<file path="config.mk">
export PLATFORM = sky130hd
export DESIGN_NAME = vectored_priority_interrupt_controller_unit
export DESIGN_NICKNAME = d
export VERILOG_FILES = /design/src/sv/vpic_pkg.sv /design/src/sv/vectored_priority_interrupt_controller_unit.sv
export SDC_FILE = /design/constraint.sdc
export NUM_CORES = 2
export LEC_CHECK = 0
export ABC_AREA = 1
export BUFFER_PORTS_ARGS = -buffer_cell sky130_fd_sc_hd__buf_2
export CAP_MARGIN = 10
export CORE_ASPECT_RATIO = 0.5
export CORE_MARGIN = 4
export CORE_UTILIZATION = 35
export DETAILED_ROUTE_END_ITERATION = 16
export REMOVE_ABC_BUFFERS = 1
export SYNTH_ARGS = -nofsm -noshare
export SYNTH_HDL_FRONTEND = slang
export SYNTH_SLANG_ARGS = --single-unit
</file>
<file path="constraint.sdc">
create_clock -name clk -period 8.3 [get_ports clk]
set_clock_uncertainty 0.15 [all_clocks]
set_input_delay 0.415 -clock clk [delete_from_list [all_inputs] [get_ports clk]]
set_output_delay 0.415 -clock clk [all_outputs]
set_load 0.05 [all_outputs]
</file>
<file path="src/sv/vpic_pkg.sv">
package vpic_pkg;

	localparam int DEF_NUM_SOURCES         = 64;
	localparam int DEF_NUM_PRIORITY_LEVELS = 16;

	localparam int WORD_W    = 64;
	localparam int HALF_W    = 32;
	localparam int PRI_W     = 4;
	localparam int VEC_W     = 32;
	localparam int VEC_DEPTH = 16;
	localparam int VEC_IDX_W = 4;
	localparam int REG_W     = 7;
	localparam int LINE_W    = 6;

	localparam int S_TDATA_W = 80;
	localparam int S_TUSER_W = 2;
	localparam int M_TDATA_W = 104;
	localparam int M_TUSER_W = 1;

	typedef enum logic [1:0] {
		FUNC_READ   = 2'd0,
		FUNC_WRITE  = 2'd1,
		FUNC_ASSERT = 2'd2,
		FUNC_CLEAR  = 2'd3
	} func_t;

	// register map
	localparam logic [REG_W-1:0] REG_ENABLE_LO      = 7'd0;
	localparam logic [REG_W-1:0] REG_ENABLE_HI      = 7'd1;
	localparam logic [REG_W-1:0] REG_MASK_LO        = 7'd2;
	localparam logic [REG_W-1:0] REG_MASK_HI        = 7'd3;
	localparam logic [REG_W-1:0] REG_FORCE_LO       = 7'd4;
	localparam logic [REG_W-1:0] REG_FORCE_HI       = 7'd5;
	localparam logic [REG_W-1:0] REG_RAW_LO         = 7'd6;
	localparam logic [REG_W-1:0] REG_RAW_HI         = 7'd7;
	localparam logic [REG_W-1:0] REG_STATUS_LO      = 7'd8;
	localparam logic [REG_W-1:0] REG_STATUS_HI      = 7'd9;
	localparam logic [REG_W-1:0] REG_MASKED_LO      = 7'd10;
	localparam logic [REG_W-1:0] REG_MASKED_HI      = 7'd11;
	localparam logic [REG_W-1:0] REG_FINAL_LO       = 7'd12;
	localparam logic [REG_W-1:0] REG_FINAL_HI       = 7'd13;
	localparam logic [REG_W-1:0] REG_CUR_VECTOR     = 7'd14;
	localparam logic [REG_W-1:0] REG_THRESHOLD      = 7'd15;
	localparam logic [REG_W-1:0] REG_DEFAULT_VECTOR = 7'd16;
	localparam logic [REG_W-1:0] REG_VEC_BASE       = 7'd17;
	localparam logic [REG_W-1:0] REG_VEC_LAST       = 7'd32;
	localparam logic [REG_W-1:0] REG_PRI_BASE       = 7'd33;

	typedef struct packed {
		func_t               func;
		logic [REG_W-1:0]    reg_index;
		logic                wide_access;
		logic [WORD_W-1:0]   wdata;
		logic [LINE_W-1:0]   line_num;
	} item_t;

	// replace one 32-bit half of a word
	function automatic logic [WORD_W-1:0] set_half(input logic [WORD_W-1:0] old,
			input logic high, input logic [WORD_W-1:0] d);
		logic [WORD_W-1:0] v;
		v = old;
		if (high) begin
			v[WORD_W-1:HALF_W] = d[HALF_W-1:0];
		end else begin
			v[HALF_W-1:0] = d[HALF_W-1:0];
		end
		return v;
	endfunction

	// low nibble, clipped to the top level
	function automatic logic [PRI_W-1:0] sat_pri(input logic [PRI_W-1:0] v,
			input logic [PRI_W-1:0] top_level);
		return (v > top_level) ? top_level : v;
	endfunction

endpackage

</file>
<file path="src/sv/vectored_priority_interrupt_controller_unit.sv">
// Vectored priority interrupt controller, up to 64 sources.
// Slave channel (s_*): one item per handshake; s_tuser carries the function
// (read, write, assert line, clear line), s_tdata the register number, access
// width, write data and source line number.
// Master channel (m_*): exactly one result item per input item, in order:
// read data, interrupt request and current vector in m_tdata, the unknown
// register flag in m_tuser.
// Pipeline: an item passes the input register, execute register and result
// register in that order before its result is offered.
// Throughput: one item per cycle while m_tready stays high. The state is written
// as the item leaves the input register; request and vector are formed from the
// updated state as the item leaves the execute register, before any later item
// can change it, through a parallel level compare and a 16-way priority encode.
// Reset: all masks, raw lines, threshold, vectors and priorities clear to zero,
// and all three stages empty.
// Stall: when m_tready is low the result register holds, the stages behind it
// fill up and s_tready drops once all three are full; nothing is lost.
module vectored_priority_interrupt_controller_unit #(
	parameter int NUM_SOURCES         = vpic_pkg::DEF_NUM_SOURCES,
	parameter int NUM_PRIORITY_LEVELS = vpic_pkg::DEF_NUM_PRIORITY_LEVELS
) (
	input  logic                             clk,
	input  logic                             arst_n,
	input  logic                             s_tvalid,
	output logic                             s_tready,
	// [6:0] reg_index, [7] wide_access, [71:8] wdata, [77:72] line_num, [79:78] zero
	input  logic [vpic_pkg::S_TDATA_W-1:0]   s_tdata,
	// [1:0] func
	input  logic [vpic_pkg::S_TUSER_W-1:0]   s_tuser,
	output logic                             m_tvalid,
	input  logic                             m_tready,
	// [63:0] rdata, [64] irq_out, [96:65] vector_out, [103:97] zero
	output logic [vpic_pkg::M_TDATA_W-1:0]   m_tdata,
	// [0] bad_register
	output logic [vpic_pkg::M_TUSER_W-1:0]   m_tuser
);

	localparam int NS     = NUM_SOURCES;
	localparam int PIDX_W = $clog2(NUM_SOURCES);
	localparam logic [vpic_pkg::REG_W:0] NS_CNT = (vpic_pkg::REG_W + 1)'(NUM_SOURCES);
	localparam logic [vpic_pkg::PRI_W-1:0] PRI_MAX =
		vpic_pkg::PRI_W'(NUM_PRIORITY_LEVELS - 1);

	// state
	logic [NS-1:0]                  enable_q, mask_q, force_q, raw_q;
	logic [vpic_pkg::PRI_W-1:0]     thr_q;
	logic [vpic_pkg::VEC_W-1:0]     default_q;
	logic [vpic_pkg::VEC_W-1:0]     vec_tab_q [vpic_pkg::VEC_DEPTH];
	logic [vpic_pkg::PRI_W-1:0]     pri_q [NS];

	// pipeline
	logic                           valid_s1, valid_s2, out_valid_q;
	vpic_pkg::item_t                item_s1;
	logic [vpic_pkg::WORD_W-1:0]    rdata_s2;
	logic                           bad_s2;
	logic [vpic_pkg::WORD_W-1:0]    out_rdata_q;
	logic                           out_bad_q, out_irq_q;
	logic [vpic_pkg::VEC_W-1:0]     out_vector_q;

	logic                           accept, adv_s1, adv_out;

	// status network
	logic [NS-1:0]                  status_w, masked_w, final_w;
	logic [NUM_PRIORITY_LEVELS-1:0] lvl_any;
	logic [vpic_pkg::PRI_W-1:0]     top_pri;
	logic [vpic_pkg::VEC_W-1:0]     cur_vector;
	logic                           irq_now;

	// decode of the item in the input register
	logic [vpic_pkg::REG_W-1:0]     vec_diff, pri_idx;
	logic [vpic_pkg::VEC_IDX_W-1:0] vec_idx;
	logic                           pri_hit, odd_reg;
	logic [vpic_pkg::WORD_W-1:0]    rd_word, rd_other, rdata_next;
	logic                           rd_is_word, rd_ok;
	logic [vpic_pkg::WORD_W-1:0]    word_old, word_new;
	logic [vpic_pkg::WORD_W-1:0]    line_dec64;
	logic [NS-1:0]                  line_dec;
	logic                           commit_wr;
	logic [vpic_pkg::PRI_W-1:0]     wr_pri;

	// handshake: each stage moves when the one ahead is empty or moving
	assign adv_out  = valid_s2 && (!out_valid_q || m_tready);
	assign adv_s1   = valid_s1 && (!valid_s2 || adv_out);
	assign s_tready = !valid_s1 || adv_s1;
	assign accept   = s_tvalid && s_tready;

	// status words and the highest pending level
	assign status_w = (raw_q | force_q) & enable_q;
	assign masked_w = status_w & ~mask_q;

	always_comb begin
		for (int i = 0; i < NS; i++) begin
			final_w[i] = masked_w[i] && (pri_q[i] >= thr_q);
		end
	end

	always_comb begin
		lvl_any = '0;
		for (int l = 0; l < NUM_PRIORITY_LEVELS; l++) begin
			for (int i = 0; i < NS; i++) begin
				if (final_w[i] && (pri_q[i] == vpic_pkg::PRI_W'(l))) begin
					lvl_any[l] = 1'b1;
				end
			end
		end
	end

	always_comb begin
		top_pri = '0;
		for (int l = 0; l < NUM_PRIORITY_LEVELS; l++) begin
			if (lvl_any[l]) begin
				top_pri = vpic_pkg::PRI_W'(l);
			end
		end
	end

	assign irq_now    = |final_w;
	assign cur_vector = irq_now ? vec_tab_q[top_pri] : default_q;

	// register number decode
	assign odd_reg  = item_s1.reg_index[0];
	assign vec_diff = item_s1.reg_index - vpic_pkg::REG_VEC_BASE;
	assign vec_idx  = vec_diff[vpic_pkg::VEC_IDX_W-1:0];
	assign pri_idx  = item_s1.reg_index - vpic_pkg::REG_PRI_BASE;
	assign pri_hit  = (item_s1.reg_index >= vpic_pkg::REG_PRI_BASE) &&
		({1'b0, pri_idx} < NS_CNT);

	// read mux
	always_comb begin
		rd_word    = '0;
		rd_other   = '0;
		rd_is_word = 1'b0;
		rd_ok      = 1'b1;
		unique case (item_s1.reg_index) inside
			vpic_pkg::REG_ENABLE_LO, vpic_pkg::REG_ENABLE_HI: begin
				rd_is_word = 1'b1;
				rd_word    = vpic_pkg::WORD_W'(enable_q);
			end
			vpic_pkg::REG_MASK_LO, vpic_pkg::REG_MASK_HI: begin
				rd_is_word = 1'b1;
				rd_word    = vpic_pkg::WORD_W'(mask_q);
			end
			vpic_pkg::REG_FORCE_LO, vpic_pkg::REG_FORCE_HI: begin
				rd_is_word = 1'b1;
				rd_word    = vpic_pkg::WORD_W'(force_q);
			end
			vpic_pkg::REG_RAW_LO, vpic_pkg::REG_RAW_HI: begin
				rd_is_word = 1'b1;
				rd_word    = vpic_pkg::WORD_W'(raw_q);
			end
			vpic_pkg::REG_STATUS_LO, vpic_pkg::REG_STATUS_HI: begin
				rd_is_word = 1'b1;
				rd_word    = vpic_pkg::WORD_W'(status_w);
			end
			vpic_pkg::REG_MASKED_LO, vpic_pkg::REG_MASKED_HI: begin
				rd_is_word = 1'b1;
				rd_word    = vpic_pkg::WORD_W'(masked_w);
			end
			vpic_pkg::REG_FINAL_LO, vpic_pkg::REG_FINAL_HI: begin
				rd_is_word = 1'b1;
				rd_word    = vpic_pkg::WORD_W'(final_w);
			end
			vpic_pkg::REG_CUR_VECTOR: begin
				rd_other = vpic_pkg::WORD_W'(cur_vector);
			end
			vpic_pkg::REG_THRESHOLD: begin
				rd_other = vpic_pkg::WORD_W'(thr_q);
			end
			vpic_pkg::REG_DEFAULT_VECTOR: begin
				rd_other = vpic_pkg::WORD_W'(default_q);
			end
			[vpic_pkg::REG_VEC_BASE:vpic_pkg::REG_VEC_LAST]: begin
				rd_other = vpic_pkg::WORD_W'(vec_tab_q[vec_idx]);
			end
			default: begin
				if (pri_hit) begin
					rd_other = vpic_pkg::WORD_W'(pri_q[pri_idx[PIDX_W-1:0]]);
				end else begin
					rd_ok = 1'b0;
				end
			end
		endcase

		if (!rd_is_word) begin
			rdata_next = rd_other;
		end else if (odd_reg) begin
			rdata_next = {{vpic_pkg::HALF_W{1'b0}}, rd_word[vpic_pkg::WORD_W-1:vpic_pkg::HALF_W]};
		end else if (item_s1.wide_access) begin
			rdata_next = rd_word;
		end else begin
			rdata_next = {{vpic_pkg::HALF_W{1'b0}}, rd_word[vpic_pkg::HALF_W-1:0]};
		end
	end

	// new value for a write to one of the writable mask words
	always_comb begin
		unique case (item_s1.reg_index) inside
			vpic_pkg::REG_ENABLE_LO, vpic_pkg::REG_ENABLE_HI:
				word_old = vpic_pkg::WORD_W'(enable_q);
			vpic_pkg::REG_MASK_LO, vpic_pkg::REG_MASK_HI:
				word_old = vpic_pkg::WORD_W'(mask_q);
			default:
				word_old = vpic_pkg::WORD_W'(force_q);
		endcase
		if (!odd_reg && item_s1.wide_access) begin
			word_new = item_s1.wdata;
		end else begin
			word_new = vpic_pkg::set_half(word_old, odd_reg, item_s1.wdata);
		end
	end

	// one-hot line select; lines beyond the source count fall off the top
	assign line_dec64 = vpic_pkg::WORD_W'(1) << item_s1.line_num;
	assign line_dec   = line_dec64[NS-1:0];

	assign commit_wr = adv_s1 && (item_s1.func == vpic_pkg::FUNC_WRITE);
	assign wr_pri    = vpic_pkg::sat_pri(item_s1.wdata[vpic_pkg::PRI_W-1:0], PRI_MAX);

	// state update as the item leaves the input register
	always_ff @(posedge clk or negedge arst_n) begin
		if (!arst_n) begin
			enable_q  <= '0;
			mask_q    <= '0;
			force_q   <= '0;
			raw_q     <= '0;
			thr_q     <= '0;
			default_q <= '0;
			for (int i = 0; i < vpic_pkg::VEC_DEPTH; i++) begin
				vec_tab_q[i] <= '0;
			end
			for (int i = 0; i < NS; i++) begin
				pri_q[i] <= '0;
			end
		end else begin
			if (adv_s1 && (item_s1.func == vpic_pkg::FUNC_ASSERT)) begin
				raw_q <= raw_q | line_dec;
			end
			if (adv_s1 && (item_s1.func == vpic_pkg::FUNC_CLEAR)) begin
				raw_q <= raw_q & ~line_dec;
			end
			if (commit_wr) begin
				unique case (item_s1.reg_index) inside
					vpic_pkg::REG_ENABLE_LO, vpic_pkg::REG_ENABLE_HI: begin
						enable_q <= word_new[NS-1:0];
					end
					vpic_pkg::REG_MASK_LO, vpic_pkg::REG_MASK_HI: begin
						mask_q <= word_new[NS-1:0];
					end
					vpic_pkg::REG_FORCE_LO, vpic_pkg::REG_FORCE_HI: begin
						force_q <= word_new[NS-1:0];
					end
					vpic_pkg::REG_THRESHOLD: begin
						thr_q <= wr_pri;
					end
					vpic_pkg::REG_DEFAULT_VECTOR: begin
						default_q <= item_s1.wdata[vpic_pkg::VEC_W-1:0];
					end
					[vpic_pkg::REG_VEC_BASE:vpic_pkg::REG_VEC_LAST]: begin
						vec_tab_q[vec_idx] <= item_s1.wdata[vpic_pkg::VEC_W-1:0];
					end
					default: begin
						// read-only and unknown registers drop the write
						if (pri_hit) begin
							pri_q[pri_idx[PIDX_W-1:0]] <= wr_pri;
						end
					end
				endcase
			end
		end
	end

	// stage valids
	always_ff @(posedge clk or negedge arst_n) begin
		if (!arst_n) begin
			valid_s1    <= 1'b0;
			valid_s2    <= 1'b0;
			out_valid_q <= 1'b0;
		end else begin
			if (accept) begin
				valid_s1 <= 1'b1;
			end else if (adv_s1) begin
				valid_s1 <= 1'b0;
			end
			if (adv_s1) begin
				valid_s2 <= 1'b1;
			end else if (adv_out) begin
				valid_s2 <= 1'b0;
			end
			if (adv_out) begin
				out_valid_q <= 1'b1;
			end else if (m_tready) begin
				out_valid_q <= 1'b0;
			end
		end
	end

	// payload registers
	always_ff @(posedge clk) begin
		if (accept) begin
			item_s1.func        <= vpic_pkg::func_t'(s_tuser[1:0]);
			item_s1.reg_index   <= s_tdata[6:0];
			item_s1.wide_access <= s_tdata[7];
			item_s1.wdata       <= s_tdata[71:8];
			item_s1.line_num    <= s_tdata[77:72];
		end
		if (adv_s1) begin
			rdata_s2 <= (item_s1.func == vpic_pkg::FUNC_READ) ? rdata_next : '0;
			bad_s2   <= (item_s1.func == vpic_pkg::FUNC_READ) && !rd_ok;
		end
		// state now holds exactly what the item in s2 left behind
		if (adv_out) begin
			out_rdata_q  <= rdata_s2;
			out_bad_q    <= bad_s2;
			out_irq_q    <= irq_now;
			out_vector_q <= cur_vector;
		end
	end

	assign m_tvalid = out_valid_q;
	assign m_tdata  = {7'd0, out_vector_q, out_irq_q, out_rdata_q};
	assign m_tuser  = out_bad_q;

endmodule
</file>
==> impl_metrics.ini <==
[yosys]
syn_area_um2 = 79800
synth_enable_flop_cells = 243
ys_seq_elements = 1306
yosysTopAreaCellShare = 0.333
ys_seq_area_frac = 0.425
dominantRegCellSynth = dfrtp_1
netlist_instances = 10786
yosysTopAreaCell = dfrtp_1
async_flop_share = 0.814
syn_avg_cell_area_um2 = 7.40
yosysWarnings = 0
ys_types = 68
yosys-top-cells-area = dfrtp_1 33%, nand2_1 13%, edfxtp_1 9.1%

[power_and_ir_drop]
power_density_nw_per_um2 = 215
ir_drop_uv = 179
p_leak_uw = 0.0404
report.power.total_uw = 19400

[placement]
dp.cells = 13681
io_buffers = 183
gp_congestion = 1.04
hpwl_um = 274000

[cells_and_area]
final.fill_count = 23282
final_cells = 14026
syn_to_final_growth_pct = 13.1
multi_input_area_um2 = 39700
layout-drive-gt1-share = 0.0811
final_cell_mix = 2753 x nand2_1, 1062 x dfrtp_1, 1002 x inv_1
nets = 11258
layout_commonest_cell = nand2_1
ff_latch_area_um2 = 33900

[clocking]
clk_latency_ns = 0.84
holdBufCountCts = 86
numCtsBuffers = 142
cts-htree-levels = 4
cts-root-buf = clkbuf_16
path_clk_slew_ns = 0.07
numClockSinks = 1306
clockBufferDepth = 4
cts_tree = built
postCtsSetupBuffers = 0
cts_resized = 0

[run]
maxCapViolations = 0

[die]
ios = 193
die_x_um = 683
start_util = 0.353
coreArea_um2 = 226000
die_y_um = 346
die_area_um2 = 236000
num_rows = 123

[route]
vias = 83334
route.detailed.drc = 0
initialDrtViolationCount = 12489
drtPass1Iterations = 7
ant_nets = 0
wire_per_inst_um = 28.1
wl_um = 394000
viasPerCell = 5.94

[hold_path]
hold_depth = 2
hp-class = primary input to flop

[global_route]
grt_max_degree = 165
antenna_found_initial = 33
grt_pass1_wl_um = 557000
grt_pass1_vias = 76387
grt.total_usage = 0.321
grt_overflow_total = 0

[sta]
finalCritPeriodShare = 0.901
hold_viol = 0
max_slew_margin = 0.107
fmax_mhz = 134
finalSetupViolations = 0
slew_viol_final = 0
min_period_ns = 7.48
grt_setup_unrepaired = no
tightest_slew_ns = 1.33

[status]
status = finished clean

[worst_setup_path]
cpPeakStageDelay_ns = 0.87
cp.required_ns = 8.77
crit_arrival_ns = 7.96
worst_setup_path_start_kind = flop
r2r_cells = 28
crit_type = flop to flop
cp-end-kind = flop
critPathMostFrequentCell = nand3_1
cpMaxStageDelayCell = nor4_1
cp_max_fo = 25
path summary, 6_finish.rpt:
kind	from	end	slack (ns)
max in group asynchronous	arst_n	vec_tab_q[183]$_DFFE_PN0P_	5.45
worst min-delay path	s_tdata[19]	item_s1[17]$_DFFE_PP_	0.14
worst min register to register	rdata_s2[32]$_SDFFCE_PP0P_	out_rdata_q[32]$_DFFE_PP_	0.23
worst max register to register	thr_q[2]$_DFFE_PN0P_	rdata_s2[3]$_SDFFCE_PP0P_	0.82
worst max-delay path	thr_q[2]$_DFFE_PN0P_	rdata_s2[3]$_SDFFCE_PP0P_	0.82
min in group asynchronous	arst_n	pri_q[236]$_DFFE_PN0P_	0.51
metrics by stage:
stage | utilization | setup slack [ns] | TNS, ns | hold slack, ns | area, um2
2_1_floorplan | - | -0.952 | -194.88 | -0.0306 | 77500
3_3_place_gp | 0.375 | 1.26 | 0 | 0.192 | 84700
6_report | 0.400 | 0.819 | 0 | 0.135 | 90300
5_1_grt | 0.399 | 0.872 | 0 | 0.134 | 90200
3_5_place_dp | 0.375 | 1.23 | 0 | 0.200 | 84700
4_1_cts | 0.399 | 1.20 | 0 | 0.105 | 90200
worst max-delay path: cells and delay by family, from the launching register on:
family | cells | cell delay [ns]
flip-flops | 1 | 0.40
AO/OA/AOI/OAI | 2 | 0.38
adder cells (fa/ha/maj) | 1 | 0.31
buffers and inverters | 7 | 2.04
AND/OR/NAND/NOR | 18 | 3.93
per-layer routing:
metal | vias up | GRT usage | share of wire
met3 | 1075 | 0.0941 | 0.12
met5 | - | 0 | 0.00030
met2 | 5070 | 0.468 | 0.41
met4 | 16 | 0.166 | 0.061
met1 | 39996 | 0.429 | 0.40
li1 | 37177 | - | -
cells by family after synthesis:
| family | count (synthesis) | share of synthesized area |
|---|---|---|
| xor+xnor | 1 | 0.000110 |
| simple gates | 5075 | 0.265 |
| fa+ha+maj | 261 | 0.0409 |
| flops | 1306 | 0.425 |
| other cells | 1 | 0.0000470 |
| buf+inv | 1661 | 0.0825 |
| compound gates | 2481 | 0.186 |
cells in the mapped netlist, drive strengths merged (156+ instances only):
library cell / number
nand2: 2798
o21ai: 1105
inv: 1103
dfrtp: 1063
nor2: 946
nand3: 942
o22ai: 397
clkbuf: 390
a21oi: 371
ha: 261
edfxtp: 243
nor3: 176
buf: 156
area by class of cell:
cell class,count,share of cell area
antenna,15,0.000416
clock buffer,181,0.0437
clock inverter,63,0.00791
inverter,1115,0.0467
multi-input combinational,7825,0.440
sequential,1306,0.376
tap,3000,0.0416
timing repair buffer,521,0.0446
sequential cells by signal, indices dropped and copies added (netlist names), 4 cells and up, named ones only:
signal	cells
default_q	32
out_rdata_q	64
vec_tab_q	512
mask_q	64
out_vector_q	32
pri_q	256
thr_q	4
rdata_s2	64
enable_q	64
force_q	64
item_s1	80
where the power goes:
group	total (uW)	leakage (uW)	internal [uW]	switching (uW)
clock network	6640	0.00229	3770	2870
registers	7900	0.0163	7310	585
logic	4870	0.0218	1300	3570
total	19400	0.0404	12400	7020
Note: power is estimated with default switching activity, not from simulation.
